===== config.mk =====
export PLATFORM = sky130hd
export DESIGN_NAME = i2c_master_bit_sequencer_core
export DESIGN_NICKNAME = d
export VERILOG_FILES = /design/src/rtl/i2cbs_pkg.sv /design/src/rtl/i2cbs_front.sv /design/src/rtl/i2cbs_cmd_q.sv /design/src/rtl/i2cbs_exec.sv /design/src/rtl/i2c_master_bit_sequencer_core.sv
export SDC_FILE = /design/constraint.sdc
export NUM_CORES = 1
export LEC_CHECK = 0
export ABC_AREA = 1
export BUFFER_PORTS_ARGS = -buffer_cell sky130_fd_sc_hd__buf_2
export CORE_ASPECT_RATIO = 0.75
export CORE_UTILIZATION = 40
export DETAILED_ROUTE_END_ITERATION = 12
export PLACE_DENSITY_LB_ADDON = 0.05
export SLEW_MARGIN = 25
export SYNTH_ARGS = -nofsm -noshare
export SYNTH_HDL_FRONTEND = slang
export SYNTH_SLANG_ARGS = --single-unit
export TNS_END_PERCENT = 20

===== constraint.sdc =====
create_clock -name clk -period 5.9 [get_ports clk]
set_input_delay 0.59 -clock clk [delete_from_list [all_inputs] [get_ports clk]]
set_output_delay 0.59 -clock clk [all_outputs]
set_load 0.02 [all_outputs]

===== src/rtl/i2cbs_pkg.sv =====
// ----------------------------------------------------------------------------
// i2cbs_pkg
// shared command codes and queue entry types for the i2c bit sequencer
// ----------------------------------------------------------------------------
package i2cbs_pkg;

  localparam int unsigned FUNC_W  = 3;
  localparam int unsigned BYTE_W  = 8;
  localparam int unsigned STEP_W  = 5;   // holds 0..23, longest command
  localparam int unsigned PHASE_W = 2;
  localparam int unsigned BIT_W   = 3;

  // command codes
  localparam logic [FUNC_W-1:0] CMD_START    = 3'd0;
  localparam logic [FUNC_W-1:0] CMD_STOP     = 3'd1;
  localparam logic [FUNC_W-1:0] CMD_SEND     = 3'd2;
  localparam logic [FUNC_W-1:0] CMD_RECV     = 3'd3;
  localparam logic [FUNC_W-1:0] CMD_SEND_ACK = 3'd4;
  localparam logic [FUNC_W-1:0] CMD_RECV_ACK = 3'd5;

  localparam logic [BIT_W-1:0] LAST_BIT = 3'd7;

  typedef struct packed {
    logic [FUNC_W-1:0] func;
    logic [BYTE_W-1:0] tx_byte;
    logic              ack_level;
    logic [BYTE_W-1:0] line_bits;
  } cmd_t;

  // front to queue
  typedef struct packed {
    logic push;
    cmd_t cmd;
  } cmdq_wr_t;

  // queue to back end
  typedef struct packed {
    logic valid;
    cmd_t cmd;
  } cmdq_rd_t;

endpackage


===== src/rtl/i2cbs_front.sv =====
// ----------------------------------------------------------------------------
// i2cbs_front
// accepts commands, drops unused codes, forwards the rest to the queue
// ----------------------------------------------------------------------------
module i2cbs_front import i2cbs_pkg::*; (
  input  logic                clk,
  input  logic                rst_n,
  input  logic                in_push,
  output logic                in_full,
  input  logic [FUNC_W-1:0]   in_func,
  input  logic [BYTE_W-1:0]   in_tx_byte,
  input  logic                in_ack_level,
  input  logic [BYTE_W-1:0]   in_line_bits,
  input  logic                q_full,
  output cmdq_wr_t            q_wr
);

  logic known_func;
  logic full_r;

  always_comb begin
    unique case (in_func)
      CMD_START, CMD_STOP, CMD_SEND,
      CMD_RECV, CMD_SEND_ACK, CMD_RECV_ACK: known_func = 1'b1;
      default:                              known_func = 1'b0;
    endcase
  end

  // hold off while reset is applied so nothing is taken in that cycle
  always_ff @(posedge clk) begin
    if (!rst_n) begin
      full_r <= 1'b1;
    end else begin
      full_r <= 1'b0;
    end
  end

  assign in_full = q_full | full_r;

  // unused codes are taken and dropped: no pin writes, state untouched
  assign q_wr.push          = in_push & ~in_full & known_func;
  assign q_wr.cmd.func      = in_func;
  assign q_wr.cmd.tx_byte   = in_tx_byte;
  assign q_wr.cmd.ack_level = in_ack_level;
  assign q_wr.cmd.line_bits = in_line_bits;

endmodule


===== src/rtl/i2cbs_cmd_q.sv =====
// ----------------------------------------------------------------------------
// i2cbs_cmd_q
// two-entry command queue between the front and the pin sequencer
// ----------------------------------------------------------------------------
module i2cbs_cmd_q import i2cbs_pkg::*; (
  input  logic     clk,
  input  logic     rst_n,
  input  cmdq_wr_t q_wr,
  output logic     q_full,
  output cmdq_rd_t q_rd,
  input  logic     q_pop
);

  cmd_t       ent_r [2];
  logic       wr_ptr_r;
  logic       rd_ptr_r;
  logic [1:0] cnt_r;
  logic       do_pop;

  assign q_full     = (cnt_r == 2'd2);
  assign q_rd.valid = (cnt_r != 2'd0);
  assign q_rd.cmd   = ent_r[rd_ptr_r];
  assign do_pop     = q_pop & q_rd.valid;

  always_ff @(posedge clk) begin
    if (q_wr.push) begin
      ent_r[wr_ptr_r] <= q_wr.cmd;
    end
  end

  always_ff @(posedge clk) begin
    if (!rst_n) begin
      wr_ptr_r <= 1'b0;
      rd_ptr_r <= 1'b0;
      cnt_r    <= 2'd0;
    end else begin
      if (q_wr.push) begin
        wr_ptr_r <= ~wr_ptr_r;
      end
      if (do_pop) begin
        rd_ptr_r <= ~rd_ptr_r;
      end
      case ({q_wr.push, do_pop})
        2'b10:   cnt_r <= cnt_r + 2'd1;
        2'b01:   cnt_r <= cnt_r - 2'd1;
        default: cnt_r <= cnt_r;
      endcase
    end
  end

endmodule


===== src/rtl/i2cbs_exec.sv =====
// ----------------------------------------------------------------------------
// i2cbs_exec
// pin sequencer: one pin write per unstalled cycle into a result register
// ----------------------------------------------------------------------------
module i2cbs_exec import i2cbs_pkg::*; (
  input  logic              clk,
  input  logic              rst_n,
  input  cmdq_rd_t          q_rd,
  output logic              q_pop,
  output logic              out_empty,
  input  logic              out_pop,
  output logic              out_scl_level,
  output logic              out_sda_level,
  output logic              out_sample_point,
  output logic              out_last,
  output logic [BYTE_W-1:0] out_rx_data
);

  typedef struct packed {
    logic               scl_wr;    // 1 writes scl, 0 writes sda
    logic               level;
    logic               sample;
    logic               last;
    logic [BYTE_W-1:0]  rx;
    logic [PHASE_W-1:0] ph_nxt;
    logic               bit_inc;
  } step_dec_t;

  logic               busy_r;
  logic [FUNC_W-1:0]  func_r;
  logic [BYTE_W-1:0]  tx_sh_r;
  logic               ack_r;
  logic [BYTE_W-1:0]  line_r;
  logic [STEP_W-1:0]  step_r;
  logic [PHASE_W-1:0] ph_r;
  logic [BIT_W-1:0]   bit_r;
  logic               scl_r;
  logic               sda_r;
  logic               out_valid_r;
  logic               sample_r;
  logic               last_r;
  logic [BYTE_W-1:0]  rx_r;

  step_dec_t dec;
  logic      step_en;
  logic      load;

  always_comb begin
    dec         = '0;
    dec.ph_nxt  = ph_r;
    unique case (func_r)
      CMD_START: begin
        dec.scl_wr = step_r[0];
        dec.level  = (step_r < 5'd2);
        dec.last   = (step_r == 5'd3);
      end
      CMD_STOP: begin
        dec.scl_wr = (step_r == 5'd1);
        dec.level  = (step_r != 5'd0);
        dec.last   = (step_r == 5'd2);
      end
      CMD_SEND: begin
        case (ph_r)
          2'd0: begin
            dec.level  = tx_sh_r[BYTE_W-1];
            dec.ph_nxt = 2'd1;
          end
          2'd1: begin
            dec.scl_wr = 1'b1;
            dec.level  = 1'b1;
            dec.ph_nxt = 2'd2;
          end
          default: begin
            dec.scl_wr  = 1'b1;
            dec.level   = 1'b0;
            dec.last    = (bit_r == LAST_BIT);
            dec.ph_nxt  = 2'd0;
            dec.bit_inc = 1'b1;
          end
        endcase
      end
      CMD_RECV: begin
        if (step_r == 5'd0) begin
          dec.level = 1'b1;     // release sda
        end else if (ph_r == 2'd0) begin
          dec.scl_wr = 1'b1;
          dec.level  = 1'b1;
          dec.sample = 1'b1;
          dec.ph_nxt = 2'd1;
        end else begin
          dec.scl_wr  = 1'b1;
          dec.level   = 1'b0;
          dec.last    = (bit_r == LAST_BIT);
          dec.rx      = (bit_r == LAST_BIT) ? line_r : '0;
          dec.ph_nxt  = 2'd0;
          dec.bit_inc = 1'b1;
        end
      end
      CMD_SEND_ACK: begin
        dec.scl_wr = (step_r != 5'd0);
        dec.level  = (step_r == 5'd0) ? ack_r : (step_r == 5'd1);
        dec.last   = (step_r == 5'd2);
      end
      CMD_RECV_ACK: begin
        dec.scl_wr = (step_r != 5'd0);
        dec.level  = (step_r != 5'd2);
        dec.sample = (step_r == 5'd1);
        dec.last   = (step_r == 5'd2);
        dec.rx     = (step_r == 5'd2) ? {{(BYTE_W-1){1'b0}}, line_r[BYTE_W-1]} : '0;
      end
      default: begin
        dec.last = 1'b1;
      end
    endcase
  end

  assign step_en = busy_r & (~out_valid_r | out_pop);
  assign load    = q_rd.valid & (~busy_r | (step_en & dec.last));
  assign q_pop   = load;

  always_ff @(posedge clk) begin
    if (load) begin
      func_r  <= q_rd.cmd.func;
      tx_sh_r <= q_rd.cmd.tx_byte;
      ack_r   <= q_rd.cmd.ack_level;
      line_r  <= q_rd.cmd.line_bits;
    end else if (step_en && dec.bit_inc) begin
      tx_sh_r <= {tx_sh_r[BYTE_W-2:0], 1'b0};
    end
    if (step_en) begin
      sample_r <= dec.sample;
      last_r   <= dec.last;
      rx_r     <= dec.rx;
    end
  end

  always_ff @(posedge clk) begin
    if (!rst_n) begin
      busy_r      <= 1'b0;
      step_r      <= '0;
      ph_r        <= '0;
      bit_r       <= '0;
      scl_r       <= 1'b1;
      sda_r       <= 1'b1;
      out_valid_r <= 1'b0;
    end else begin
      if (load) begin
        busy_r <= 1'b1;
        step_r <= '0;
        ph_r   <= '0;
        bit_r  <= '0;
      end else if (step_en) begin
        busy_r <= ~dec.last;
        step_r <= step_r + 5'd1;
        ph_r   <= dec.ph_nxt;
        bit_r  <= bit_r + {{(BIT_W-1){1'b0}}, dec.bit_inc};
      end
      if (step_en) begin
        if (dec.scl_wr) begin
          scl_r <= dec.level;
        end else begin
          sda_r <= dec.level;
        end
        out_valid_r <= 1'b1;
      end else if (out_pop) begin
        out_valid_r <= 1'b0;
      end
    end
  end

  assign out_empty        = ~out_valid_r;
  assign out_scl_level    = scl_r;
  assign out_sda_level    = sda_r;
  assign out_sample_point = sample_r;
  assign out_last         = last_r;
  assign out_rx_data      = rx_r;

endmodule


===== src/rtl/i2c_master_bit_sequencer_core.sv =====
// ----------------------------------------------------------------------------
// i2c_master_bit_sequencer_core
// i2c master pin sequencer: one command in, one transaction per pin write out
// ----------------------------------------------------------------------------
//
//  channel   handshake       payload
//  -------   -------------   ------------------------------------------------
//  in_       push / full     func, tx_byte, ack_level, line_bits
//  out_      empty / pop     scl_level, sda_level, sample_point, last, rx_data
//
//  - one pin write per cycle unless the result waits for pop: start 4, stop 3,
//    send byte 24, receive byte 17, send ack 3, receive ack 3 result
//    transactions; the load from the command queue overlaps the final
//    write of the previous command, so only a command that finds the
//    sequencer idle has a load step of its own before its first write
//  - unused func codes (6, 7) are taken and produce no transactions
//  - full stays high through reset and for the first cycle after it; reset
//    sets both kept pin levels high
//  - a two-entry command queue lets the input side run ahead while the
//    result register waits for pop
//
module i2c_master_bit_sequencer_core import i2cbs_pkg::*; (
  input  logic              clk,
  input  logic              rst_n,
  input  logic              in_push,
  output logic              in_full,
  input  logic [FUNC_W-1:0] in_func,
  input  logic [BYTE_W-1:0] in_tx_byte,
  input  logic              in_ack_level,
  input  logic [BYTE_W-1:0] in_line_bits,
  output logic              out_empty,
  input  logic              out_pop,
  output logic              out_scl_level,
  output logic              out_sda_level,
  output logic              out_sample_point,
  output logic              out_last,
  output logic [BYTE_W-1:0] out_rx_data
);

  cmdq_wr_t q_wr;
  cmdq_rd_t q_rd;
  logic     q_full;
  logic     q_pop;

  // front: classify and forward commands
  i2cbs_front u_front (
    .clk          (clk),
    .rst_n        (rst_n),
    .in_push      (in_push),
    .in_full      (in_full),
    .in_func      (in_func),
    .in_tx_byte   (in_tx_byte),
    .in_ack_level (in_ack_level),
    .in_line_bits (in_line_bits),
    .q_full       (q_full),
    .q_wr         (q_wr)
  );

  // decoupling queue
  i2cbs_cmd_q u_cmd_q (
    .clk    (clk),
    .rst_n  (rst_n),
    .q_wr   (q_wr),
    .q_full (q_full),
    .q_rd   (q_rd),
    .q_pop  (q_pop)
  );

  // back end: pin write sequencer with result register
  i2cbs_exec u_exec (
    .clk              (clk),
    .rst_n            (rst_n),
    .q_rd             (q_rd),
    .q_pop            (q_pop),
    .out_empty        (out_empty),
    .out_pop          (out_pop),
    .out_scl_level    (out_scl_level),
    .out_sda_level    (out_sda_level),
    .out_sample_point (out_sample_point),
    .out_last         (out_last),
    .out_rx_data      (out_rx_data)
  );

endmodule


==> results.tsv <==
metric	value	unit
status	complete, but fails checks	
violations	design-rule violations	
post_synth_inst_count	328	
cp-startpoint	u_exec.out_valid_r$_SDFFE_PN0P_	
routed-via-count	2296	
number_of_primary_i_o_pins	38	
whs	0.439	ns
final_cells	506	
grt_max_degree	21	
htree_levels	3	
max_cap_viol_count	0	
critical_path_class	register to register	
layout_worst_path_cycle_share	49.5	%
grt_pass1_vias	2128	
netlist_area	3740	µm²
hp-class	input port to register	
design_power_total	2.02	mW
timing_worst_slew_pin_value	0.750	ns
filler_cell_count	865	
die_w	114	µm
timing.final.ws_setup	2.98	ns
stdcell_area	4390	µm²
num_rows	30	
dpl_cell_area	4070	µm²
remaining_drc_errors	1	
setup.worst_path.end_class	register	
synth.yosys.seq_area_share	66.8	%
post-route-util	48.3	%
slew_violations	0	
clock_power_share	29.8	%
final_hold_viol_count	0	
critical_path.reg2reg.startpoint	u_exec.out_valid_r$_SDFFE_PN0P_	
clock_tree.buffer_depth	2	
power_density_over_the_cells	460	nW/µm²
worstSkewPairLatency	0.33	ns
detailed_place_hpwl	4.76	mm
worst_endpoint_required_time	6.12	ns
grt.overflow.total	0	
initial_core_util	41.2	%
share_comb_of_total_power	25.6	%
num-nets-final	404	
netlist.top_cell.by_area	edfxtp_1	
syn_avg_cell_area	11.4	µm²
synth_area_leaders	edfxtp_1 56%, dfxtp_1 11%, nand2_1 7.6%, nor2_1 3.4%, inv_1 3.1%	
layout-drive-gt1-share	20.6	%
holdBufCountCts	0	
fin_crit	2.92	ns
worst_slew_margin_rel	49.9	%
dieArea	9750	µm²
routed_wire_length_per_instance	13.5	µm
antenna-diode-count	0	
detail_route.first_pass.iterations	8	
number_of_enable_flip_flop_cells_after_synthesis	70	
yosys_cell_types	33	
detailed_route_wl	6.85	mm
synth_top_flop_cell	edfxtp_1	
max_freq	343	MHz
cp_data_arrival_time	3.14	ns
finalSetupTns	0	ns
finalClockSkew	0.00478	ns
cts_setup_buffers	0	
synth_async_sr_flop_share	0	%
syn-num-nets	359	
clkTransAtPathRegs	0.06	ns
track_usage	15.3	%
place_ws	2.64	ns
grt_antenna_before_repair	0	
cellInternalPower	1.37	mW
post-synth-top-area-fraction	56.1	%
die_height	85.8	µm
wire_length_of_the_first_global_routing_pass	10.9	mm
max-vdd-ir-drop	0.189	mV
layout-area-overhead-vs-synth	17.2	%
setup_viol	0	
p_switching	647	µW
post-synth-top-count-cell	nand2_1	
core-area	9080	µm²
synthesis.yosys.warnings	0	
hold_start	in_line_bits[4]	
p_leak	1.71	nW
power.switching_fraction	32.1	%
tritoncts	yes	
detail-route-antenna-nets	0	
cts_num_sinks	90	
seq_power_share	44.7	%
ys_seq_elements	90	
place.port_buffers	37	
drt-initial-drc-count	123	
gp_weighted_congestion	0.890	
via_per_inst	4.54	
critical_path_launch_point_type	register	
cts-resized-gates	0	
dp_cells	490	
timing.critical_path.fanout_max	20	
synth_commonest_cells	76 x nand2_1, 70 x edfxtp_1, 34 x nor2_1	
inserted_clock_buffers	9	
clock-root-buffer	clkbuf_16	
unrepaired_setup_endpoints_after_global_routing	false	
-- power by group through the flow --
stage / clock [mW] / combinational, mW / sequential [mW]
finish: 0.601 / 0.516 / 0.902
global placement: 0 / 0.517 / 0.917
detailed placement: 0 / 0.522 / 0.917
floorplan: 0 / 0.389 / 0.920
global route: 0.637 / 0.582 / 0.915
CTS: 0.613 / 0.523 / 0.904
-- worst max-delay path, cell delays in order, from the launching register on --
cell	delay, ns
dfxtp_1	0.29
inv_1	0.05
or2_2	0.12
nand2_2	0.12
inv_1	0.59
nand2_2	0.14
nand2_4	0.13
nand2_8	0.12
inv_1	0.45
ha_1	0.36
a21oi_1	0.11
o21ai_0	0.11
o21ai_0	0.16
a21oi_1	0.05
-- worst paths after layout --
check | endpoint | slack [ns] | cells past startpoint
setup reg to reg | u_cmd_q.cnt_r[1]$_SDFFE_PN0P_ | 2.98 | 13
hold reg to reg | u_cmd_q.wr_ptr_r$_SDFFE_PN0P_ | 0.49 | 2
setup / recovery | u_cmd_q.cnt_r[1]$_SDFFE_PN0P_ | 2.98 | 13
hold / removal | u_cmd_q.ent_r[1][4]$_DFFE_PP_ | 0.44 | 1
-- area by class of cell --
type                       count  area, µm²  area share [%]
sequential                    90       2500            57.0
inverter                      34        128            2.91
timing repair buffer          40        208            4.73
clock buffer                  10        229            5.22
tap                          128        160            3.65
multi-input combinational    198       1070            24.4
clock inverter                 6       88.8            2.02
-- cells by family (layout without fill, tap and decap cells) --
group                      count (synthesis)  in the layout  synth area share, %
DFF                                       90             90                 66.8
buffers and inverters                     40             90                 4.51
AOI/OAI and AO/OA                         38             38                 6.25
xor gates and xnor gates                   5              5                 1.17
muxes                                      7              7                 1.87
and+or+nand+nor                          141            141                 17.0
adders and majority gates                  7              7                 2.34
-- sequential cells by signal, indices dropped and copies added, names as in the netlist, named ones only --
name                     count
u_cmd_q.ent_r               40
u_exec.line_r                8
u_exec.out_rx_data           8
u_exec.tx_sh_r               8
u_exec.step_r                5
u_exec.bit_r                 3
u_exec.func_r                3
u_cmd_q.cnt_r                2
u_exec.ph_r                  2
u_cmd_q.rd_ptr_r             1
u_cmd_q.wr_ptr_r             1
u_exec.ack_r                 1
u_exec.busy_r                1
u_exec.out_last              1
u_exec.out_sample_point      1
u_exec.out_scl_level         1
u_exec.out_sda_level         1
u_exec.out_valid_r           1
u_front.full_r               1
-- cell usage in the layout, fill, tap and decap left out, types with 5 or more instances in the layout --
cell,count
nand2_1,76
edfxtp_1,70
buf_2,37
nor2_1,34
inv_1,31
dfxtp_1,20
o21ai_0,15
nand3_1,11
a21oi_1,10
clkbuf_16,9
mux2i_1,7
o21ai_2,7
ha_1,7
xor2_1,5
-- layer usage --
| metal | track usage (%) | vias to the layer above | wire, µm |
|---|---|---|---|
| li1 | - | 1203 | - |
| met1 | 22.4 | 1036 | 3590 |
| met2 | 21.2 | 52 | 2830 |
| met3 | 5.02 | 5 | 372 |
| met4 | 5.14 | 0 | 59 |
| met5 | 0 | - | 0 |
(Power assumes the default switching activity.)
